File: src/pru_pkg.sv
package pru_pkg;

	localparam int DT_W    = 16;
	localparam int POS_W   = 24;
	localparam int PROG_W  = 17;
	localparam int SLOT_W  = 6;
	localparam int ADDR_W  = 6;

	localparam logic [16:0] PROGRESS_ONE = 17'h10000;
	localparam logic [15:0] LFSR_SEED    = 16'hACE1;
	localparam logic [15:0] LFSR_TAPS    = 16'hB400;
	localparam logic [23:0] SPAWN_Z_POS  = 24'd25600;
	localparam logic [6:0]  SPAWN_RANGE  = 7'd100;

	localparam logic [3:0] REG_TIMING     = 4'd0;
	localparam logic [3:0] REG_GRAVITY    = 4'd1;
	localparam logic [3:0] REG_SIZE       = 4'd2;
	localparam logic [3:0] REG_START_COL  = 4'd3;
	localparam logic [3:0] REG_END_COL    = 4'd4;
	localparam logic [3:0] REG_START_VEL  = 4'd5;
	localparam logic [3:0] REG_END_VEL    = 4'd6;
	localparam logic [3:0] REG_COUNT      = 4'd7;

	// shared multiplier operation
	typedef enum logic [1:0] {
		MOP_LERP   = 2'd0,
		MOP_DTMUL  = 2'd1
	} mop_t;

	typedef struct packed {
		logic [31:0] timing;
		logic [15:0] gravity;
		logic [31:0] size_range;
		logic [63:0] start_color;
		logic [63:0] end_color;
		logic [47:0] start_vel;
		logic [47:0] end_vel;
		logic [6:0]  count;
	} cfg_t;

	typedef struct packed {
		logic [5:0]  slot_index;
		logic [23:0] pos_x;
		logic [23:0] pos_y;
		logic [23:0] pos_z;
		logic [15:0] color_r;
		logic [15:0] color_g;
		logic [15:0] color_b;
		logic [15:0] color_a;
		logic [15:0] size;
		logic [15:0] age;
		logic        last;
	} result_t;

	// floor shift of a signed product, saturating add into a signed width
	function automatic logic [23:0] sat_add24(input logic signed [23:0] a,
		input logic signed [40:0] prod);
		logic signed [28:0] d;
		logic signed [29:0] s;
		begin
			d = 29'(prod >>> 12);
			s = 30'(a) + 30'(d);
			if (s > 30'sd8388607)
				sat_add24 = 24'h7FFFFF;
			else if (s < -30'sd8388608)
				sat_add24 = 24'h800000;
			else
				sat_add24 = s[23:0];
		end
	endfunction

endpackage

File: src/pru_mul.sv
module pru_mul
	import pru_pkg::*;
(
	input  logic               clk,
	input  mop_t               op,
	input  logic signed [16:0] a,
	input  logic signed [16:0] b,
	input  logic        [16:0] p,
	input  logic        [15:0] dt,
	output logic signed [40:0] prod_q
);
	logic signed [17:0] diff;
	logic signed [40:0] prod;

	always_comb begin
		diff = 18'(b) - 18'(a);
		case (op)
			MOP_LERP:  prod = 41'(diff * $signed({1'b0, p}));
			MOP_DTMUL: prod = 41'(a * $signed({1'b0, dt}));
			default:   prod = '0;
		endcase
	end

	always_ff @(posedge clk) begin
		prod_q <= prod;
	end
endmodule

File: config.mk
export PLATFORM = sky130hd
export DESIGN_NAME = pru_mul
export DESIGN_NICKNAME = d
export VERILOG_FILES = /design/src/pru_pkg.sv /design/src/pru_mul.sv
export SDC_FILE = /design/constraint.sdc
export NUM_CORES = 2
export LEC_CHECK = 0
export ABC_AREA = 0
export BUFFER_PORTS_ARGS = -buffer_cell sky130_fd_sc_hd__buf_2
export CAP_MARGIN = 20
export CORE_MARGIN = 5
export CORE_UTILIZATION = 50
export CTS_CLUSTER_DIAMETER = 40
export DETAILED_ROUTE_END_ITERATION = 12
export HOLD_SLACK_MARGIN = 0.12
export MAX_ROUTING_LAYER = met4
export PLACE_DENSITY = 0.72
export SYNTH_ARGS = -nofsm -noshare
export SYNTH_HDL_FRONTEND = slang
export SYNTH_SLANG_ARGS = --single-unit
export TNS_END_PERCENT = 5
File: constraint.sdc
create_clock -name clk -period 20.8 [get_ports clk]
set_input_delay 2.08 -clock clk [delete_from_list [all_inputs] [get_ports clk]]
set_output_delay 2.08 -clock clk [all_outputs]
set_load 0.02 [all_outputs]
* Yosys cells after proc, flatten, opt, wreduce, memory -nomap -nowiden
Index checks and enable logic that the tools add are counted.
** Word-level totals
- Word-level logic and storage cells :: 7
- Register bits after elaboration :: 41
- Output and inout bits :: 41
- Bits of input ports :: 70
** Cells by class
- Multiplexer cells :: 1
- Eq/ne operators :: 1
- Multiply operators :: 2
- Reduce and logical (&&, ||, !) cells :: 1
- Add/sub/neg operators :: 1
** Operators with widths (number)
- $pmux W41 S2 :: 1
- $mul A18 B18 Y36 :: 1
- $mul A17 B17 Y34 :: 1
- $sub A17 B17 Y18 :: 1
- $eq A2 B1 Y1 const B :: 1
- $logic_not A2 Y1 :: 1

* Longest topological paths before layout
- Depth after elaboration :: 3
- Mapped depth :: 33
- Gate-level depth less buffers :: 32

* Worst setup path after synthesis
No wires, ideal clock.
- Path type :: input -> register
- From :: input a[8]
- To :: register prod_q[32]
- Setup time :: 0.134 ns
- Arrival time :: 10.199 ns
- Stages on the path :: 31
- Data required time :: 20.666 ns
- Buffers on the path :: 3
- Setup slack :: 10.467 ns
- Cell sequence :: clkbuf_1 > inv_1 > ha_1 > a21o_1 > a21o_1 > a21o_1 > a221o_1 > a211o_1 > a21oi_2 > buf_2 > o21ai_0 > fa_1 > inv_1 > fa_1 > clkbuf_1 > xnor2_1 > xnor2_1 > fa_1 > fa_1 > inv_1 > fa_1 > inv_1 > ha_1 > and3_1 > a221o_1 > a31o_2 > or3_1 > o21ai_0 > o21ai_0 > xnor2_1 > o22ai_1
** Between the ends
- Longest elaborated chain between the ends :: 3
- Elaborated cells on any way between the ends :: 4
- Those cells by class :: add/sub (1); mul (2); mux (1)
** Ends and longest elaborated chain
- from (decl) :: RTL line pru_mul.sv:6 : input logic signed [16:0] a,
- $sub A17 B17 Y18 :: RTL line pru_mul.sv:16 : diff = 18'(b) - 18'(a);
- $mul A18 B18 Y36 :: RTL line pru_mul.sv:18 : MOP_LERP: prod = 41'(diff * $signed({1'b0, p}));
- $pmux W41 S2 * :: RTL line pru_mul.sv:17 : case (op)
- via prod[32] :: RTL line pru_mul.sv:13 : logic signed [40:0] prod;
- to (signal assigned) :: RTL line pru_mul.sv:25 : prod_q <= prod;
- to (decl) :: RTL line pru_mul.sv:10 : output logic signed [40:0] prod_q
The timed path passes the listed nets; every way through them passes the cells marked *.

* Worst setup path in the final report
- From :: input a[8]
- To :: register prod_q[34]
The elaborated chain is that of the path after synthesis.

==> metrics.csv <==
stage,metric,value,unit
run_status,status,"complete, no violations",
global_route,antenna_found_initial,1,
clocking,cts_buffers,5,
floorplanning,fp.dieH,231,µm
synthesis,yosys-top-cells-area,"fa_1, inv_1, ha_1, and2_1, nand2_1",
hold_path,hold_class,input port to register,
synthesis,ys.flop_type,dfxtp_1,
worst_setup_path,path_class,input port to register,
place,gp_congestion,0.937,
layout,drive_above_1_share,5.58,%
synthesis,yosys-top-cells-count,"inv_1, fa_1, nand2_1, and2_1, ha_1",
sta,final-setup-viol-count,0,
worst_setup_path,crit_path_start_kind,input port,
detailed_routing,drt-wirelength-per-cell,17.3,µm
floorplanning,start_util,50.1,%
global_route,grt_pass1_wl,99200,µm
synthesis,synth_top_cell_area_share,48.0,%
floorplanning,core,0.0486,mm²
sta,max_freq,88.4,MHz
worst_setup_path,cp_common_cell,fa_1,
sta,maxSlewViolCount,0,
detailed_routing,viasPerCell,5.38,
clocking,cts_tree,built,
layout,top_register,prod_q,
floorplanning,row_count,81,
worst_setup_path,cp_data_arrival_time,11.50,ns
global_route,grt_pass1_vias,20210,
run,drv_cap,0,
clocking,post_cts_buffers,0,
synthesis,syn_nets,3617,
layout,area_growth,4.61,%
detailed_routing,drt_first_pass_iters,5,
synthesis,ys_async_sr_fraction,0,%
clocking,cts_max_level,2,
synthesis,avgSynthCellArea,8.81,µm²
layout,top_regs,prod_q (36),
synthesis,yosysSeqAreaShare,2.95,%
clocking,cts.sink_count,36,
floorplanning,fp.dieW,231,µm
place,hpwl,49800,µm
clocking,clk_pin_slew_worst_paths,0.06,ns
synthesis,netlist_area,0.0244,mm²
sta,worstMarginPinSlew,1.02,ns
worst_setup_path,max_stage_delay,0.76,ns
worst_setup_path,cp.required,20.99,ns
floorplanning,dieArea,0.0533,mm²
worst_setup_path,crit_slowest_cell,a21oi_2,
detailed_routing,vias,18290,
sta,hold_viol_final,0,
layout,nNetsFinal,3626,
sta,setup_tns,0,ns
global_route,track_usage,23.6,%
global_route,grt_max_degree,44,
worst_setup_path,cp_max_fo,25,
place,io_buffers,110,
synthesis,synth_enable_flop_cells,0,
clocking,ctsResizeCount,0,
detailed_routing,ant_nets,0,
synthesis,ys_warn_count,0,
detailed_routing,drt_iter0_markers,1056,
clocking,hold_buffers,0,
layout,largest_reg_flops,36,
global_route,overflow,0,
clocking,cts_buffer_depth,2,
synthesis,synth_seq_cells,36,
synthesis,synth.distinct_cells,67,
synthesis,synthCells,2768,
floorplanning,ioPinCount,111,
synthesis,synth_top_area_cell,fa_1,
sta,min_period,11.31,ns
sta,slew_headroom,31.7,%
clocking,cts_root_buf,clkbuf_16,
detailed_routing,drc,0,
sta,fin_crit_sh,54.4,%
synthesis,post-synth-top-count-cell,inv_1,
worst_setup_path,end_kind,register,
sta,rsz0062_at_grt,no,
detailed_routing,wirelength,59000,µm
-- path summary, 6_finish.rpt --
path	start	endpoint	slack, ns	cells after the start
setup / recovery	a[8]	prod_q[34]	9.49	29
hold / removal	op[1]	prod_q[4]	2.26	2
-- metal layers --
metal | GRT usage (%) | wire length [µm] | up-vias
met4 | 6.89 | 2010 | 0
li1 | - | - | 8140
met3 | 3.19 | 3470 | 134
met2 | 41.1 | 30600 | 590
met1 | 28.9 | 22900 | 9426
met5 | - | 0 | -
-- cell families (layout without fill, tap and decap cells) --
group	after synthesis	count (layout)	share of synthesized area, %
flip-flops	36	36	2.95
adder cells (fa/ha/maj)	784	784	58.2
AO/OA/AOI/OAI	249	249	6.66
multiplexers	25	25	1.09
buffers and inverters	846	855	13.1
other	0	1	0
AND/OR/NAND/NOR	745	745	15.0
XOR/XNOR	83	83	2.98
-- worst max-delay path: cells and delay by family --
kind | cells | cell delay [ns]
AOI/OAI and AO/OA | 13 | 3.78
adders and majority gates | 7 | 3.51
xor gates and xnor gates | 2 | 0.89
buffers and inverters | 5 | 0.66
and+or+nand+nor | 2 | 0.56
-- stage by stage --
step                utilization (%)  std cells  instance area [µm²]  hold WS, ns  worst slack (ns)
floorplan                         -       2768                24400         2.24             10.47
global placement               52.1       3391                25400         2.50              9.58
detailed placement             52.1       3391                25400         2.50              9.25
CTS                            52.4       3398                25500         2.25              9.53
global route                   52.4       3400                25500         2.29              8.93
finish                         52.4       3400                25500         2.26              9.49
-- placed cells by master (no fill, tap or decap), types with 8 or more instances in the layout --
| master | Yosys | final |
|---|---|---|
| inv_1 | 726 | 726 |
| fa_1 | 585 | 585 |
| nand2_1 | 340 | 340 |
| and2_1 | 224 | 224 |
| ha_1 | 194 | 194 |
| buf_2 | 2 | 110 |
| a21oi_1 | 66 | 66 |
| xnor2_1 | 63 | 59 |
| nor2_1 | 58 | 58 |
| o21ai_0 | 48 | 48 |
| nor2b_1 | 37 | 37 |
| dfxtp_1 | 36 | 36 |
| nand2b_1 | 30 | 30 |
| a21o_1 | 27 | 27 |
| o21a_1 | 19 | 19 |
| xor2_1 | 20 | 19 |
| a211oi_1 | 16 | 16 |
| mux2i_1 | 12 | 12 |
| nor3_1 | 11 | 11 |
| buf_4 | 5 | 11 |
| nand3_1 | 10 | 10 |
| a31oi_1 | 9 | 9 |
| mux2_2 | 9 | 9 |
| o211ai_1 | 9 | 9 |
| and3_1 | 8 | 8 |
-- final cells by class --
class                   count  area [µm²]
repair buffers            122         648
multi-input cells        1886       20500
flip-flops and latches     36         721
clock inverters             2        12.5
inverters                 726        2730
clock buffers               5         125
fillers                  4426       23100
well taps                 622         778
diodes                      1        2.50
Power is not shown: default switching activity piles up to over one toggle a cycle in this logic, so the estimate is an artifact.
