==> src/pru_pkg.sv <==
package pru_pkg;

	localparam int DT_W    = 16;
	localparam int POS_W   = 24;
	localparam int PROG_W  = 17;
	localparam int SLOT_W  = 6;
	localparam int ADDR_W  = 6;

	localparam logic [16:0] PROGRESS_ONE = 17'h10000;
	localparam logic [15:0] LFSR_SEED    = 16'hACE1;
	localparam logic [15:0] LFSR_TAPS    = 16'hB400;
	localparam logic [23:0] SPAWN_Z_POS  = 24'd25600;
	localparam logic [6:0]  SPAWN_RANGE  = 7'd100;

	localparam logic [3:0] REG_TIMING     = 4'd0;
	localparam logic [3:0] REG_GRAVITY    = 4'd1;
	localparam logic [3:0] REG_SIZE       = 4'd2;
	localparam logic [3:0] REG_START_COL  = 4'd3;
	localparam logic [3:0] REG_END_COL    = 4'd4;
	localparam logic [3:0] REG_START_VEL  = 4'd5;
	localparam logic [3:0] REG_END_VEL    = 4'd6;
	localparam logic [3:0] REG_COUNT      = 4'd7;

	// shared multiplier operation
	typedef enum logic [1:0] {
		MOP_LERP   = 2'd0,
		MOP_DTMUL  = 2'd1
	} mop_t;

	typedef struct packed {
		logic [31:0] timing;
		logic [15:0] gravity;
		logic [31:0] size_range;
		logic [63:0] start_color;
		logic [63:0] end_color;
		logic [47:0] start_vel;
		logic [47:0] end_vel;
		logic [6:0]  count;
	} cfg_t;

	typedef struct packed {
		logic [5:0]  slot_index;
		logic [23:0] pos_x;
		logic [23:0] pos_y;
		logic [23:0] pos_z;
		logic [15:0] color_r;
		logic [15:0] color_g;
		logic [15:0] color_b;
		logic [15:0] color_a;
		logic [15:0] size;
		logic [15:0] age;
		logic        last;
	} result_t;

	// floor shift of a signed product, saturating add into a signed width
	function automatic logic [23:0] sat_add24(input logic signed [23:0] a,
		input logic signed [40:0] prod);
		logic signed [28:0] d;
		logic signed [29:0] s;
		begin
			d = 29'(prod >>> 12);
			s = 30'(a) + 30'(d);
			if (s > 30'sd8388607)
				sat_add24 = 24'h7FFFFF;
			else if (s < -30'sd8388608)
				sat_add24 = 24'h800000;
			else
				sat_add24 = s[23:0];
		end
	endfunction

endpackage

==> src/pru_regs.sv <==
module pru_regs
	import pru_pkg::*;
(
	input  logic        clk,
	input  logic        arst_n,
	input  logic        psel,
	input  logic        penable,
	input  logic        pwrite,
	input  logic [5:0]  paddr,
	input  logic [63:0] pwdata,
	output logic [63:0] prdata,
	output logic        pready,
	output cfg_t        cfg
);
	cfg_t cfg_q;
	logic [3:0] idx;
	logic       wr;

	assign pready = 1'b1;
	assign idx = {1'b0, paddr[5:3]};
	assign wr = psel && penable && pwrite;
	assign cfg = cfg_q;

	always_ff @(posedge clk or negedge arst_n) begin
		if (!arst_n) begin
			cfg_q.timing <= 32'd4096;
			cfg_q.gravity <= '0;
			cfg_q.size_range <= 32'd256;
			cfg_q.start_color <= '0;
			cfg_q.end_color <= '0;
			cfg_q.start_vel <= '0;
			cfg_q.end_vel <= '0;
			cfg_q.count <= 7'd64;
		end else if (wr && paddr[2:0] == 3'd0) begin
			case (idx)
				REG_TIMING:    cfg_q.timing <= pwdata[31:0];
				REG_GRAVITY:   cfg_q.gravity <= pwdata[15:0];
				REG_SIZE:      cfg_q.size_range <= pwdata[31:0];
				REG_START_COL: cfg_q.start_color <= pwdata;
				REG_END_COL:   cfg_q.end_color <= pwdata;
				REG_START_VEL: cfg_q.start_vel <= pwdata[47:0];
				REG_END_VEL:   cfg_q.end_vel <= pwdata[47:0];
				REG_COUNT:     cfg_q.count <= pwdata[6:0];
				default: ;
			endcase
		end
	end

	always_comb begin
		case (idx)
			REG_TIMING:    prdata = {32'd0, cfg_q.timing};
			REG_GRAVITY:   prdata = {48'd0, cfg_q.gravity};
			REG_SIZE:      prdata = {32'd0, cfg_q.size_range};
			REG_START_COL: prdata = cfg_q.start_color;
			REG_END_COL:   prdata = cfg_q.end_color;
			REG_START_VEL: prdata = {16'd0, cfg_q.start_vel};
			REG_END_VEL:   prdata = {16'd0, cfg_q.end_vel};
			REG_COUNT:     prdata = {57'd0, cfg_q.count};
			default:       prdata = '0;
		endcase
	end
endmodule

==> config.mk <==
export PLATFORM = sky130hd
export DESIGN_NAME = pru_regs
export DESIGN_NICKNAME = d
export VERILOG_FILES = /design/src/pru_pkg.sv /design/src/pru_regs.sv
export SDC_FILE = /design/constraint.sdc
export NUM_CORES = 1
export LEC_CHECK = 0
export BUFFER_PORTS_ARGS = -buffer_cell sky130_fd_sc_hd__buf_2
export CORE_MARGIN = 2
export CORE_UTILIZATION = 46
export CTS_CLUSTER_SIZE = 20
export DETAILED_ROUTE_END_ITERATION = 10
export PLACE_DENSITY = 0.76
export SYNTH_ARGS = -nofsm -noshare
export SYNTH_HDL_FRONTEND = slang
export SYNTH_SLANG_ARGS = --single-unit
==> constraint.sdc <==
create_clock -name clk -period 1.1 [get_ports clk]
set_input_delay 0 -clock clk [delete_from_list [all_inputs] [get_ports clk]]
set_output_delay 0 -clock clk [all_outputs]
set_load 0.01 [all_outputs]
=== Yosys cells after proc, flatten, opt, wreduce, memory -nomap -nowiden ===
Index checks and enable logic that the tools add are counted.

* Flip-flop bits (word level): 311
* Bits of input ports: 75
* Output and inout bits: 376
* Logic and storage cells: 29

* Equality and inequality tests: 7
* Multiplexer cells: 1
* Reduce and logical (&&, ||, !) cells: 13

{| class="wikitable"
|+ Operator list
! operator !! count
|-
| $pmux W64 S8 || 1
|-
| $reduce_and A2 Y1 || 8
|-
| $eq A3 B3 Y1 const B || 4
|-
| $eq A3 B2 Y1 const B || 2
|-
| $logic_not A4 Y1 || 1
|-
| $eq A3 B1 Y1 const B || 1
|-
| $logic_and A1 B1 Y1 || 3
|-
| $logic_not A3 Y1 || 1
|}

=== Depth between registers and ports, before layout ===
* Depth after elaboration: 4
* Mapped depth: 7
* Depth with buffers taken out: 3

=== Least setup slack after synthesis ===
No wires, ideal clock.

* Kind: input-to-reg
* From: input paddr[4]
* To: register cfg_q, in the netlist cfg[106]
* Setup time: 0.127 ns
* Data arrival time: 1.260 ns
* Required time: 0.973 ns
* Slack: -0.288 ns
* Cell stages on the path: 6
* Buffers on the path: 3
* Path through: buf_2 > nor3b_2 > and3_1 > buf_4 > buf_6 > mux2_1

* Longest elaborated chain between the ends: 2

{| class="wikitable"
|+ Ends and longest elaborated chain
! item !! line !! source
|-
| from (decl) || pru_regs.sv:9 || <nowiki>input logic [5:0] paddr,</nowiki>
|-
| $eq A3 B3 Y1 || pru_regs.sv:35 || <nowiki>case (idx)</nowiki>
|-
| $reduce_and A2 Y1 (no source line) || -- ||
|-
| to (decl) || pru_regs.sv:15 || <nowiki>cfg_t cfg_q;</nowiki>
|}

No other way between the ends.
A chain may end at the register's enable or synchronous reset.

=== Worst setup path after layout ===
* From: register cfg_q, in the netlist cfg[171]
* To: output prdata[4]

* Longest elaborated chain between the ends: 1

{| class="wikitable"
|+ Ends and longest elaborated chain
! item !! line !! source
|-
| $pmux W64 S8 || pru_regs.sv:50 || <nowiki>case (idx)</nowiki>
|-
| to (decl) || pru_regs.sv:11 || <nowiki>output logic [63:0] prdata,</nowiki>
|}

No other way between the ends.

==> summary.txt <==
STA
  – Final Critical Period: around 1.7 ns
  – Final setup viols: between 200 and 300
  – Fin Hold WS: 0.125 ns
  – Final Slew Violations: 0
  – Tcrit/Tclk final: 1.55
  – Worst-Margin Slew: between 0.7 and 0.8 ns
  – Worst setup margin: -0.607 ns
  – Rel. slew slack: 0.523
  – Fin. Hold Viols: 0
  – Max Fclk: around 0.6 GHz
  – Clock Skews: 0 ns
  – RSZ-0062 raised after global routing: true

Synthesis
  – Synth cell count leaders: dfrtp_1, mux2_1, mux2_2, a22oi_1, a22o_1
  – Cell taking the most area after synthesis: dfrtp_1
  – Mapped Avg Cell Area: 14.9 um2
  – Instance count of the mapped netlist: 936
  – Sequential fraction of the synthesis area: 0.560
  – Synth Area in XOR/XNOR: 0
  – Top-count cell post-synth: dfrtp_1
  – Synth Area in Compound Gates: 0.0823
  – Share of flip-flops with an asynchronous set or reset: 1.00
  – Synth Area in Simple Gates: 0.0196
  – Largest family of logic cells by synthesized area: multiplexers
  – Post-synthesis adder-cell area fraction: 0
  – Post-synth EDFFs: 0
  – Prevailing post-synth register cell: dfrtp_1
  – Top cell type's share of synthesized area: 0.554
  – #FFs+latches synth: a little over 300
  – Synth cell types: 33
  – Yosys warns: 0
  – Mapped Area: roughly 0.014 mm2
  – Mapped Nets: around 1.0k
  – Mux contribution to synthesized area: 0.303
  – Largest cells by area after synthesis: dfrtp_1, mux2_1, mux2_2

Setup path
  – CP Launch Type: flip-flop
  – Crit-path max FO: 2
  – Setup Crit Path Kind: flip-flop to primary output
  – CP Capture Type: primary output
  – Worst path arrival time: roughly 1.7 ns
  – CP required: ~1.1 ns

Power
  – PD cells: around 1300 mW/mm2
  – Total Power: roughly 30,000 uW
  – Leak: between 0.01 and 0.015 uW
  – Worst vdd ir: ~1.4 mV

Clock network
  – Clk slew on worst S/H paths: roughly 0.060 ns
  – Root Buffer: clkbuf_16
  – Clock Latency Late Sink: slightly above 0.5 ns
  – H-tree Lvls: 2
  – CTS tree: done
  – Max clock buf depth: 3
  – TritonCTS buffer count: 34
  – Clock sink count: roughly 310

Layout
  – Layout cells sized above 1: 0.663
  – Layout area overhead: 68.2%
  – Largest register FFs: just over 300
  – Non-Filler Instances: roughly 2.1k
  – Layout Cell Area excl Fill: roughly 0.023 mm2
  – Nets: between 1.5k and 2k

Placement
  – Input/output buffers: between 400 and 500
  – Placed inst area: approximately 0.018 mm2
  – Inst Count DP: around 1.9k
  – DP HPWL: 33.9 mm
  – Placer Congestion: approximately 0.9

Detailed routing
  – Detail Route Antenna Nets: 0
  – Vias/cell: 5.97
  – Routed wire per std cell: 28.3 um
  – Drt first-iter violations: 835
  – Residual DRC: 0
  – Final wirelength: 60.6 mm
  – DRT Pass-1 Iters: 4
  – Via count: ~13k

Floorplan
  – Top Ports: approximately 450
  – Starting Density: 0.468
  – Die height: 178 um
  – Chip Width: about 180 um
  – Total die area: between 0.03 and 0.04 mm2
  – Num rows: 63
  – Core area: between 0.02 and 0.03 mm2

GRT
  – Initial antenna violation count: 0
  – GRT Overall Usage: 0.335
  – Global route overflow: 0
  – Number of global-route vias before repair: 13.0k
  – First-pass GRT wire length: 79.7 mm
  – Largest net degree at the start of global routing: between 60 and 70

Flow run
  – Max-cap check violation count: 0

Worst hold path
  – Min-delay worst type: input pin to asynchronous set/reset pin

Outcome
  – Failing checks: negative setup slack
  – Status: finished with violations
critical path, cell delays in order, from the launching register on:
cell and delay (ns):
dfrtp_1 0.40, mux4_2 0.49, nand2_2 0.11, nand2_2 0.07
buf_6 0.13
metal layers:
metal	GRT usage	share of wire	vias up
met4	0.152	0.054	0
li1	-	-	5129
met5	0	0	-
met2	0.561	0.50	891
met3	0.0880	0.091	217
met1	0.405	0.35	6536
area by class of cell:
type / count / area, um2
antenna: 2 / 5.00
clock buffer: 49 / 1020
clock inverter: 12 / 216
fill: 1513 / 6330
inverter: 2 / 7.51
multi-input combinational: 548 / 6460
sequential: 311 / 7790
tap: 390 / 488
timing repair buffer: 827 / 7400
through the flow:
step	worst slack [ns]	util	TNS [ns]
final	-0.607	0.787	-38.68
after global routing	-0.647	0.787	-48.53
after global placement	-0.402	0.613	-124.98
after CTS	-0.582	0.742	-35.31
after detailed placement	-0.440	0.613	-131.09
after floorplan	-0.187	-	-41.58
cell families after synthesis:
family	after synthesis
compound gates	139
buf+inv	77
flops	311
mux	359
other cells	1
simple gates	49
path summary, 6_finish.rpt:
kind	start	to	slack [ns]	cells past startpoint
min	arst_n	cfg[59]	0.12	3
min in group clk	paddr[2]	cfg[168]	0.25	5
max reg2reg	cfg[265]	cfg[265]	-0.03	4
max	cfg[171]	prdata[4]	-0.61	4
max in group asynchronous	arst_n	cfg[57]	-0.16	3
min reg2reg	cfg[133]	cfg[133]	0.51	1
report_power, final:
group | switching (uW) | internal [uW]
sequential | 541 | 12000
combinational | 2320 | 2690
clock | 4860 | 7890
total | 7720 | 22600
what timing repair did:
action / CTS / global route
endpoints found under the setup margin: 163 / 292
gates resized for setup: 269 / 221
hold buffers: 66 / 1
buffers inserted: 119 / 99
pin swaps: 46 / 11
hold endpoints to repair: 622 / 14
cell usage in the layout, fill, tap and decap left out, drive strengths merged, types with 2 or more instances in the layout:
master	n
and3b	2
o221ai	14
mux2	329
o2bb2ai	16
dfstp	3
diode	2
a22oi	43
and4	3
a32oi	4
clkbuf	49
a22o	32
mux4	14
nand2	24
nor2b	5
bufinv	6
mux2i	16
and3	3
dlygate4sd3	66
buf	761
a221oi	22
dfrtp	308
clkinv	6
o22ai	8
nor2	6
(Power assumes the default switching activity.)
